--- config.mk ---
export PLATFORM = sky130hd
export DESIGN_NAME = pot_change_to_midi_cc_core
export DESIGN_NICKNAME = d
export VERILOG_FILES = /design/src/hdl/pcmc_pkg.sv /design/src/hdl/pot_change_to_midi_cc_core.sv
export SDC_FILE = /design/constraint.sdc
export NUM_CORES = 1
export LEC_CHECK = 0
export ABC_AREA = 1
export BUFFER_PORTS_ARGS = -buffer_cell sky130_fd_sc_hd__buf_2
export CAP_MARGIN = 20
export CORE_MARGIN = 2
export CORE_UTILIZATION = 30
export DETAILED_ROUTE_END_ITERATION = 8
export GPL_ROUTABILITY_DRIVEN = 0
export PLACE_DENSITY = 0.44
export SYNTH_ARGS = -nofsm -noshare
export SYNTH_HDL_FRONTEND = slang
export SYNTH_SLANG_ARGS = --single-unit
--- constraint.sdc ---
create_clock -name clk -period 8.8 [get_ports clk]
set_input_delay 1.76 -clock clk [delete_from_list [all_inputs] [get_ports clk]]
set_output_delay 1.76 -clock clk [all_outputs]
set_load 0.02 [all_outputs]
--- src/hdl/pcmc_pkg.sv ---
// Shared constants, register codes and scaling helper for the pot-to-CC block.
`timescale 1ns / 1ps

package pcmc_pkg;

  // Field widths
  localparam int POT_W     = 4;
  localparam int SAMPLE_W  = 10;
  localparam int TIME_W    = 32;
  localparam int CHAN_W    = 4;
  localparam int CC_W      = 7;
  localparam int TIMEOUT_W = 16;

  // Configuration port
  localparam int CFG_INDEX_W = 2;
  localparam int CFG_DATA_W  = 16;

  // Number of pots tracked by default
  localparam int NUM_POTS_DEFAULT = 16;

  // Register reset values
  localparam logic [SAMPLE_W-1:0]  THRESHOLD_RST = SAMPLE_W'(16);
  localparam logic [TIMEOUT_W-1:0] TIMEOUT_RST   = TIMEOUT_W'(300);
  localparam logic [CHAN_W-1:0]    CHANNEL_RST   = '0;
  localparam logic [CC_W-1:0]      CC_BASE_RST   = '0;

  // Full-scale values for the sample*127/1023 mapping
  localparam int SAMPLE_MAX = 1023;
  localparam int CC_MAX     = 127;

  // Register index codes
  typedef enum logic [CFG_INDEX_W-1:0] {
    REG_THRESHOLD = 2'd0,
    REG_TIMEOUT   = 2'd1,
    REG_CHANNEL   = 2'd2,
    REG_CC_BASE   = 2'd3
  } cfg_reg_t;

  // Scale a raw reading to 0..127, truncating: floor(raw * 127 / 1023).
  // Since 1023 = 1024 - 1, take prod >> 10 as first guess; the remainder
  // (prod mod 1024) + guess stays below 2 * 1023, so one correction step.
  function automatic logic [CC_W-1:0] scale_sample(input logic [SAMPLE_W-1:0] raw);
    logic [SAMPLE_W+CC_W-1:0] prod;
    logic [CC_W-1:0]          guess;
    logic [SAMPLE_W:0]        rem;
    prod  = ({CC_W'(0), raw} << CC_W) - {CC_W'(0), raw};
    guess = prod[SAMPLE_W+CC_W-1:SAMPLE_W];
    rem   = {1'b0, prod[SAMPLE_W-1:0]} + (SAMPLE_W+1)'(guess);
    if (rem >= (SAMPLE_W+1)'(SAMPLE_MAX)) begin
      scale_sample = guess + CC_W'(1);
    end else begin
      scale_sample = guess;
    end
  endfunction

endpackage

--- src/hdl/pot_change_to_midi_cc_core.sv ---
// Potentiometer change detector producing MIDI control-change results.
//
//   channel | signals                          | direction
//   --------+----------------------------------+----------
//   reading | pot_valid/pot_stall, pot_index,  | in
//           | sample, now_ms                   |
//   result  | cc_valid/cc_stall, channel,      | out
//           | controller, value                |
//   config  | cfg_we, cfg_index, cfg_data      | in
//
// A reading lands in the input register, then one pass of logic updates the
// per-pot state and loads the result register: one reading per cycle while
// the result register is not stalled.
// Reset (rst, synchronous) clears all per-pot state, the config registers and the valid flags.
// A stalled result holds the result register; the input register keeps
// taking a reading while it is empty.
`timescale 1ns / 1ps

module pot_change_to_midi_cc_core #(
  parameter int NUM_POTS = pcmc_pkg::NUM_POTS_DEFAULT
) (
  input  logic                           clk,
  input  logic                           rst,
  // configuration
  input  logic                           cfg_we,
  input  logic [pcmc_pkg::CFG_INDEX_W-1:0] cfg_index,
  input  logic [pcmc_pkg::CFG_DATA_W-1:0]  cfg_data,
  // readings
  input  logic                           pot_valid,
  output logic                           pot_stall,
  input  logic [pcmc_pkg::POT_W-1:0]     pot_index,
  input  logic [pcmc_pkg::SAMPLE_W-1:0]  sample,
  input  logic [pcmc_pkg::TIME_W-1:0]    now_ms,
  // control-change results
  output logic                           cc_valid,
  input  logic                           cc_stall,
  output logic [pcmc_pkg::CHAN_W-1:0]    channel,
  output logic [pcmc_pkg::CC_W-1:0]      controller,
  output logic [pcmc_pkg::CC_W-1:0]      value
);

  import pcmc_pkg::*;

  // Only pots reachable by the index field need storage
  localparam int DEPTH = (NUM_POTS < (1 << POT_W)) ? NUM_POTS : (1 << POT_W);
  localparam int IDX_W = (DEPTH > 1) ? $clog2(DEPTH) : 1;

  // Configuration registers
  logic [SAMPLE_W-1:0]  threshold;
  logic [TIMEOUT_W-1:0] timeout;
  logic [CHAN_W-1:0]    midi_channel;
  logic [CC_W-1:0]      cc_base;

  // Per-pot state
  logic [SAMPLE_W-1:0] accepted_raw [DEPTH];
  logic [CC_W-1:0]     sent_value   [DEPTH];
  logic [TIME_W-1:0]   active_time  [DEPTH];

  // Input register
  logic                s1_valid;
  logic [POT_W-1:0]    s1_pot;
  logic [SAMPLE_W-1:0] s1_sample;
  logic [TIME_W-1:0]   s1_now;

  // Processing signals
  logic                s1_adv;
  logic                pot_ok;
  logic [IDX_W-1:0]    idx;
  logic [SAMPLE_W-1:0] old_raw;
  logic [CC_W-1:0]     old_sent;
  logic [TIME_W-1:0]   old_active;
  logic [CC_W-1:0]     scaled;
  logic [SAMPLE_W-1:0] diff;
  logic                active_hit;
  logic [TIME_W-1:0]   elapsed;
  logic                moving;
  logic                fire;
  logic                update;

  // Config writes
  always_ff @(posedge clk) begin
    if (rst) begin
      threshold    <= THRESHOLD_RST;
      timeout      <= TIMEOUT_RST;
      midi_channel <= CHANNEL_RST;
      cc_base      <= CC_BASE_RST;
    end else if (cfg_we) begin
      case (cfg_reg_t'(cfg_index))
        REG_THRESHOLD: threshold    <= cfg_data[SAMPLE_W-1:0];
        REG_TIMEOUT:   timeout      <= cfg_data[TIMEOUT_W-1:0];
        REG_CHANNEL:   midi_channel <= cfg_data[CHAN_W-1:0];
        REG_CC_BASE:   cc_base      <= cfg_data[CC_W-1:0];
        default: begin
        end
      endcase
    end
  end

  // Input register advances when the result register is free or draining
  assign s1_adv    = !cc_valid || !cc_stall;
  assign pot_stall = s1_valid && !s1_adv;

  always_ff @(posedge clk) begin
    if (rst) begin
      s1_valid <= 1'b0;
    end else if (!pot_stall) begin
      s1_valid <= pot_valid;
    end
  end

  always_ff @(posedge clk) begin
    if (pot_valid && !pot_stall) begin
      s1_pot    <= pot_index;
      s1_sample <= sample;
      s1_now    <= now_ms;
    end
  end

  // Read the pot's state and decide
  assign pot_ok     = (32'(s1_pot) < NUM_POTS);
  assign idx        = IDX_W'(s1_pot);
  assign old_raw    = accepted_raw[idx];
  assign old_sent   = sent_value[idx];
  assign old_active = active_time[idx];
  assign scaled     = scale_sample(s1_sample);

  always_comb begin
    if (s1_sample >= old_raw) begin
      diff = s1_sample - old_raw;
    end else begin
      diff = old_raw - s1_sample;
    end
  end

  // A fresh activity mark makes elapsed time zero
  assign active_hit = (diff > threshold);
  assign elapsed    = active_hit ? '0 : (s1_now - old_active);
  assign moving     = (elapsed < {{(TIME_W-TIMEOUT_W){1'b0}}, timeout});
  assign update     = s1_valid && s1_adv && pot_ok;
  assign fire       = moving && (scaled != old_sent);

  // Write back per-pot state
  always_ff @(posedge clk) begin
    if (rst) begin
      for (int k = 0; k < DEPTH; k++) begin
        accepted_raw[k] <= '0;
        sent_value[k]   <= '0;
        active_time[k]  <= '0;
      end
    end else if (update) begin
      if (active_hit) begin
        active_time[idx] <= s1_now;
      end
      if (fire) begin
        accepted_raw[idx] <= s1_sample;
        sent_value[idx]   <= scaled;
      end
    end
  end

  // Result register
  always_ff @(posedge clk) begin
    if (rst) begin
      cc_valid <= 1'b0;
    end else if (s1_adv) begin
      cc_valid <= update && fire;
    end
  end

  always_ff @(posedge clk) begin
    if (update && fire) begin
      channel    <= midi_channel;
      controller <= cc_base + CC_W'(s1_pot);
      value      <= scaled;
    end
  end

endmodule

==> summary.md, run 1 <==
| Metric | Value |
|---|---|
| RSZ-0062 raised after global routing | `no` |
| Bufs on Longest Clock Path | `3` |
| Critical path class | `register to register` |
| First-pass GRT wire length | `217 mm` |
| LEAKAGE | `a little under 0.02 uW` |
| Post-Syn Nets | `4594` |
| Clock tree sinks | `~890` |
| Fin crit share | `approximately 90%` |
| Crit path required time | `9.19 ns` |
| Setup TNS Final | `0 ns` |
| Status | `completed` |
| Total track usage | `18.6%` |
| Die H | `393 um` |
| Main synth FF type | `edfxtp_1` |
| Worst clock skew | `around 0.033 ns` |
| Syn Std Cell Area | `45500 um^2` |
| Post-DR wirelength/cell | `22.6 um` |
| Initial DRC count | `2556` |
| Ys Warns | `0` |
| Syn avg cell area | `10.3 um^2` |
| # setup viols final | `0` |
| Slowest-stage cell, CP | `dfxtp_4` |
| Initial DRT Pass Iterations | `6` |
| CTS tree | `built` |
| Register area share after synthesis | `a little under 60%` |
| H-tree depth | `3` |
| Unique masters post-synth | `46` |
| Die W | `about 390 um` |
| Post-route DRC | `0` |
| Antenna diodes | `0` |
| Max_slew headroom | `about 26%` |
| Antenna violations before repair | `0` |
| Via density per instance | `about 5` |
| Post-synth top area share | `between 50% and 60%` |
| Buffers on Ports | `88` |
| Vias | `32.4k` |
| Die ar. | `about 150000 um^2` |
| Starting Density | `30.3%` |
| WL final | `148 mm` |
| Post-synth EDFFs | `848` |
| Share of flip-flops with an asynchronous set or reset | `0%` |
| I/O Pins | `89` |
| Final ANT Viol Nets | `0` |
| Number of global-route vias before repair | `roughly 32k` |
| Post-route core utilization | `between 30% and 40%` |
| Fillcell total | `15.3k` |
| DP Wirelength | `91.1 mm` |
| Maximum vdd drop | `0.148 mV` |
| P&R area growth vs syn | `13.2%` |
| Clock-pin slew on the worst setup and hold paths | `~0.060 ns` |
| Final-report hold violation count | `0` |
| Post-CTS Hold Fix Bufs | `0` |
| CP max stage delay | `0.68 ns` |
| Hold crit path type | `register to register` |
| Max cap viols | `0` |
| Clk_lat worst skew | `0.72 ns` |
| Nets | `approximately 4.6k` |
| Critical Path AT | `8.49 ns` |
| Synth area leader | `edfxtp_1` |
| Post-synthesis register bit count | `891` |
| Post-synthesis cell count | `4429` |
| Root buf cell | `clkbuf_16` |
| Largest net degree at the start of global routing | `176` |
| Total gr overflow | `0` |
| Setup crit end kind | `register` |
| Row cnt | `142` |
| Final Critical Period | `8.10 ns` |
| CTS Buf Count | `around 100` |
| Critical path launch point type | `register` |
| Ratio of cells with drive above 1 in the final layout | `14.4%` |
| Crit path max fanout | `73` |
| Pwr Density | `214 nW/um^2` |
| Core area | `150000 um^2` |
| Max Slew Vio Count | `0` |
| Worst Tran Pin Value | `1.11 ns` |
| Synth top area cells | `edfxtp_1, nor2_1, nor3_2, mux2i_1, o21ai_0` |
| F_max | `approximately 0.12 GHz` |
## through the flow
stage               instance area (um^2)  total power, uW  worst slack (ns)  hold WS, ns  std cells
floorplan                          45500             6240             0.405        0.408       4429
global placement                   48200             6930             0.330        0.415       6348
detailed placement                 48200             6930             0.252        0.418       6348
CTS                                51500            11100             0.191        0.420       6535
global route                       51500            11500           0.00386        0.426       6536
finish                             51500            11000             0.698        0.417       6536
## critical path: cells and delay by family, from the launching register on
kind | cells | cell delay, ns
flops | 1 | 0.68
simple gates | 12 | 1.84
xor+xnor | 1 | 0.16
mux | 1 | 0.15
fa+ha+maj | 3 | 0.98
buf+inv | 7 | 1.93
compound gates | 11 | 1.84
## cells in the mapped netlist, types with 2 or more instances
cell and instances:
buf_4 2, nor2_1 638, o211ai_1 181, xor2_1 13, nor2_4 2, o21bai_1 8, a21boi_0 4, mux2i_1 183
xnor2_1 14, mux2_2 10, nand4_1 20, fa_1 5, nand3_1 187, inv_1 462, nand2_1 426, nor3_1 71
edfxtp_1 848, dfxtp_1 43, a21o_1 2, ha_1 91, nand3b_1 7, buf_1 28, clkbuf_1 221, nor2_2 3
buf_2 34, a21oi_1 297, o21ai_0 348, nand2_4 6, nand2_2 2, clkinv_1 9, buf_6 23, inv_2 14
nor3_2 209, a211oi_1 4, o21a_1 3
## cell type report
cell class / instances / area (um^2) / share of cell area (%)
Clock buffer: 132 / 2700 / 5.24
Clock inverter: 55 / 518 / 1.01
Inverter: 485 / 1830 / 3.55
Multi-Input combinational cell: 2745 / 16100 / 31.3
Sequential cell: 891 / 26300 / 51.2
Tap cell: 2016 / 2520 / 4.90
Timing Repair Buffer: 212 / 1440 / 2.79
## power by group
part / leakage [uW] / internal, uW / total (uW) / switching, uW
combinational: 0.00885 / 592 / 1950 / 1360
sequential: 0.00906 / 4810 / 4890 / 80.0
clock: 0.00156 / 2390 / 4200 / 1810
total: 0.0195 / 7790 / 11000 / 3240
## layout by cell type (no fill, tap or decap), drive strengths merged, types with 7 or more instances in the layout
cell type,instances
edfxtp,848
nor2,644
inv,482
nand2,434
o21ai,349
a21oi,297
nor3,280
buf,212
nand3,187
mux2i,183
o211ai,181
clkbuf,132
ha,91
clkinv,50
dfxtp,43
nand4,21
xnor2,14
xor2,13
mux2,10
o21bai,8
bufinv,8
nand3b,7
## final timing paths
path                   start                end  slack, ns  depth (start not counted)
max                 register  sent_value[11][0]       0.70                         35
min          midi_channel[1]         channel[1]       0.42                          0
max reg2reg         register  sent_value[11][0]       0.70                         35
min reg2reg  midi_channel[1]         channel[1]       0.42                          0
## layer usage
metal | track usage, % | routed length (um)
met1 | 24.7 | 65300
met2 | 31.1 | 70600
met3 | 2.42 | 6010
met4 | 6.57 | 5570
met5 | 0 | 0
## logic make-up (layout without fill, tap and decap cells)
family,count (synthesis),in the layout,share of synthesized area [%]
XOR/XNOR,27,27,0.520
multiplexers,193,193,4.28
AO/OA/AOI/OAI,854,854,10.6
flip-flops,891,891,57.9
buffers and inverters,793,884,7.04
adder cells (fa/ha/maj),96,96,2.72
AND/OR/NAND/NOR,1575,1575,17.0
## registers in the layout (all words and copies together), names as in the netlist, named ones only
signal        count
s1_now           32
accepted_raw    160
cc_base           7
threshold        10
active_time     512
cc_valid          1
midi_channel      4
timeout          16
controller        7
channel           4
s1_sample        10
idx               4
sent_value      112
value             7
s1_valid          1
## repair_timing
item,4_1_cts,5_1_grt
hold endpoints to repair,0,0
resized for setup,0,3
endpoints found under the setup margin,0,493
setup buffers,0,1
Power figures use the tool's default switching activity.
==> run 2: changes to the inputs <==
Settings changed: BUFFER_PORTS_ARGS -buffer_cell sky130_fd_sc_hd__buf_2 to default, CORE_ASPECT_RATIO from default to 0.8, DONT_BUFFER_PORTS from default to 1, PLACE_DENSITY 0.44 to 0.43.
==> summary.md, run 2 (synthesis gave the netlist of run 1 again) <==
| Metric | Value |
|---|---|
| Status | `completed` |
| LEAKAGE | `0.0192 uW (-1.4%)` |
| DP Wirelength | `97.8 mm (+7.3%)` |
| Nets | `4516 (-1.8%)` |
| H-tree depth | `3 (unchanged)` |
| Post-route DRC | `0 (unchanged)` |
| Switch Pwr | `3330 uW (+2.6%)` |
| Bufs on Longest Clock Path | `3 (unchanged)` |
| Largest net degree at the start of global routing | `200 (+14%)` |
| RSZ-0062 raised after global routing | `no` |
| Total track usage | `19.5% (+0.92 points)` |
| Max Slew Vio Count | `0 (unchanged)` |
| Sequential share of power | `44.2% (about the same)` |
| First-pass GRT wire length | `224 mm (+3.2%)` |
| I/O Pins | `89 (unchanged)` |
| P&R area growth vs syn | `12.7%` |
| Critical path class | `register to register` |
| Clock-pin slew on the worst setup and hold paths | `0.06 ns (about the same)` |
| Setup crit end kind | `register` |
| Pwr Density | `216 nW/um^2 (+0.88%)` |
| Starting Density | `30.3% (about the same)` |
| Post-CTS Hold Fix Bufs | `0 (unchanged)` |
| Most common cell after layout, fill and taps aside | `edfxtp_1` |
| Most frequent cells in the layout | `edfxtp_1, nor2_1, inv_1, nand2_1, o21ai_0` |
| Row cnt | `127 (-11%)` |
| CP max stage delay | `0.78 ns (+0.10 ns)` |
| Final Critical Period | `7.76 ns (-0.343 ns)` |
| Post-DR wirelength/cell | `23.9 um (+5.9%)` |
| Worst Tran Pin Value | `1.16 ns (+0.0527 ns)` |
| Worst Reg-to-Reg Cells | `35 (unchanged)` |
| Part of the power in combinational logic | `17.7% (about the same)` |
| # placed instances | `6242 (-1.7%)` |
| Buffers on Ports | `0 (-100%)` |
| Clk_lat worst skew | `0.74 ns (+0.02 ns)` |
| Initial DRC count | `3102 (+21%)` |
| Final ANT Viol Nets | `0 (unchanged)` |
| Die W | `439 um (+12%)` |
| Antenna violations before repair | `8 (+8)` |
| Clock tree sinks | `891 (unchanged)` |
| Hold path startpoint | `midi_channel[0]` |
| F_max | `0.129 GHz (+4.4%)` |
| Max_slew headroom | `22.5% (-3.3 points)` |
| Fin cells | `6435 (-1.5%)` |
| Critical path launch point type | `register` |
| # setup viols final | `0 (unchanged)` |
| Internal power | `7750 uW (-0.52%)` |
| Hold depth | `0 (unchanged)` |
| Via density per instance | `5.06 (+2.0%)` |
| Setup WS post-layout | `1.04 ns (+0.343 ns)` |
| CP bufs+invs | `8 (+1)` |
| DP Worst Slack | `0.638 ns (+0.387 ns)` |
| WL final | `154 mm (+4.2%)` |
| CTS tree | `built` |
| Vias | `32.6k (+0.40%)` |
| Flop-to-flop setup slack | `1.04 ns (+0.34 ns)` |
| Hold crit path type | `register to register` |
| Maximum vdd drop | `0.164 mV (+11%)` |
| Initial DRT Pass Iterations | `6 (unchanged)` |
| Die ar. | `155000 um^2 (about the same)` |
| CTS Buf Count | `100 (-0.99%)` |
| Total gr overflow | `0 (unchanged)` |
| Reg2reg end | `sent_value[14][1]` |
| Core area | `150000 um^2 (about the same)` |
| Sw frac | `30.0% (+0.65 points)` |
| Biggest regs | `active_time: 512 flops, accepted_raw: 160 flops, sent_value: 112 flops` |
| Crit path max fanout | `61 (-16%)` |
| Hold worst-path end | `channel[0]` |
| Fin crit share | `88.2% (-3.9 points)` |
| Root buf cell | `clkbuf_16` |
| Number of global-route vias before repair | `31.0k (-3.2%)` |
| Ratio of cells with drive above 1 in the final layout | `12.9% (-1.5 points)` |
| Critical Path AT | `8.18 ns (-0.31 ns)` |
| Crit path required time | `9.22 ns (+0.03 ns)` |
| Max reg flops | `512 (unchanged)` |
| Worst clock skew | `0.0454 ns (+0.0128 ns)` |
| Final-report hold violation count | `0 (unchanged)` |
| Crit path max-delay family | `compound AO/OA/AOI/OAI gates` |
| Post-route core utilization | `34.1% (-0.17 points)` |
| Die H | `352 um (-10%)` |
| Setup TNS Final | `0 ns (unchanged)` |
| Clock power share | `38.1% (about the same)` |
| Max cap viols | `0 (unchanged)` |
| Slowest-stage cell, CP | `dfxtp_4` |
| Biggest register | `active_time` |
| Fillcell total | `15.2k (-0.50%)` |
-- run 2: cell type report --
cell class	count	area, um^2	area share [%]
Sequential cell	891	26300	51.4
Tap cell	1999	2500	4.88
Inverter	485	1830	3.57
Clock inverter	61	596	1.16
Clock buffer	125	2660	5.19
Timing Repair Buffer	128	1180	2.30
Antenna cell	1	2.50	0.00488
Multi-Input combinational cell	2745	16100	31.5
-- run 2: metal layers --
layer	up-vias	track usage [%]	share of wire (%)
met5	-	0	0.00065
li1	15200	-	-
met1	16300	31.0	51
met3	148	3.71	6.9
met2	929	27.2	41
met4	2	3.57	1.5
-- run 2: power by group through the flow --
stage	Clock (uW)	Combinational, uW	Sequential (uW)
after detailed placement	0	1950	4990
after CTS	4310	1960	4900
after global routing	4460	2190	4910
final	4220	1970	4900
after floorplan	0	1300	4940
after global placement	0	1950	4990
-- run 2: per-stage QoR --
stage               hold WS (ns)  area [um^2]  power [uW]
floorplan                  0.408        45500        6240
global placement           0.414        47900        6940
detailed placement         0.415        47900        6940
CTS                        0.430        51200       11200
global route               0.449        51200       11600
finish                     0.426        51200       11100
-- run 2: how the worst max path moves through the flow --
stage / startpoint / to / slack [ns] / cells after the start
finish: register / sent_value[14][1] / 1.04 / 35
CTS: register / sent_value[3][4] / 0.58 / 33
detailed placement: register / sent_value[14][4] / 0.64 / 33
floorplan: register / accepted_raw[13][0] / 0.40 / 38
global placement: register / sent_value[14][5] / 0.56 / 33
global route: register / sent_value[3][4] / 0.38 / 33
-- run 2: repair_timing --
action	CTS	global route
setup endpoints to repair	0	80
resized for setup	0	0
setup buffers	0	4
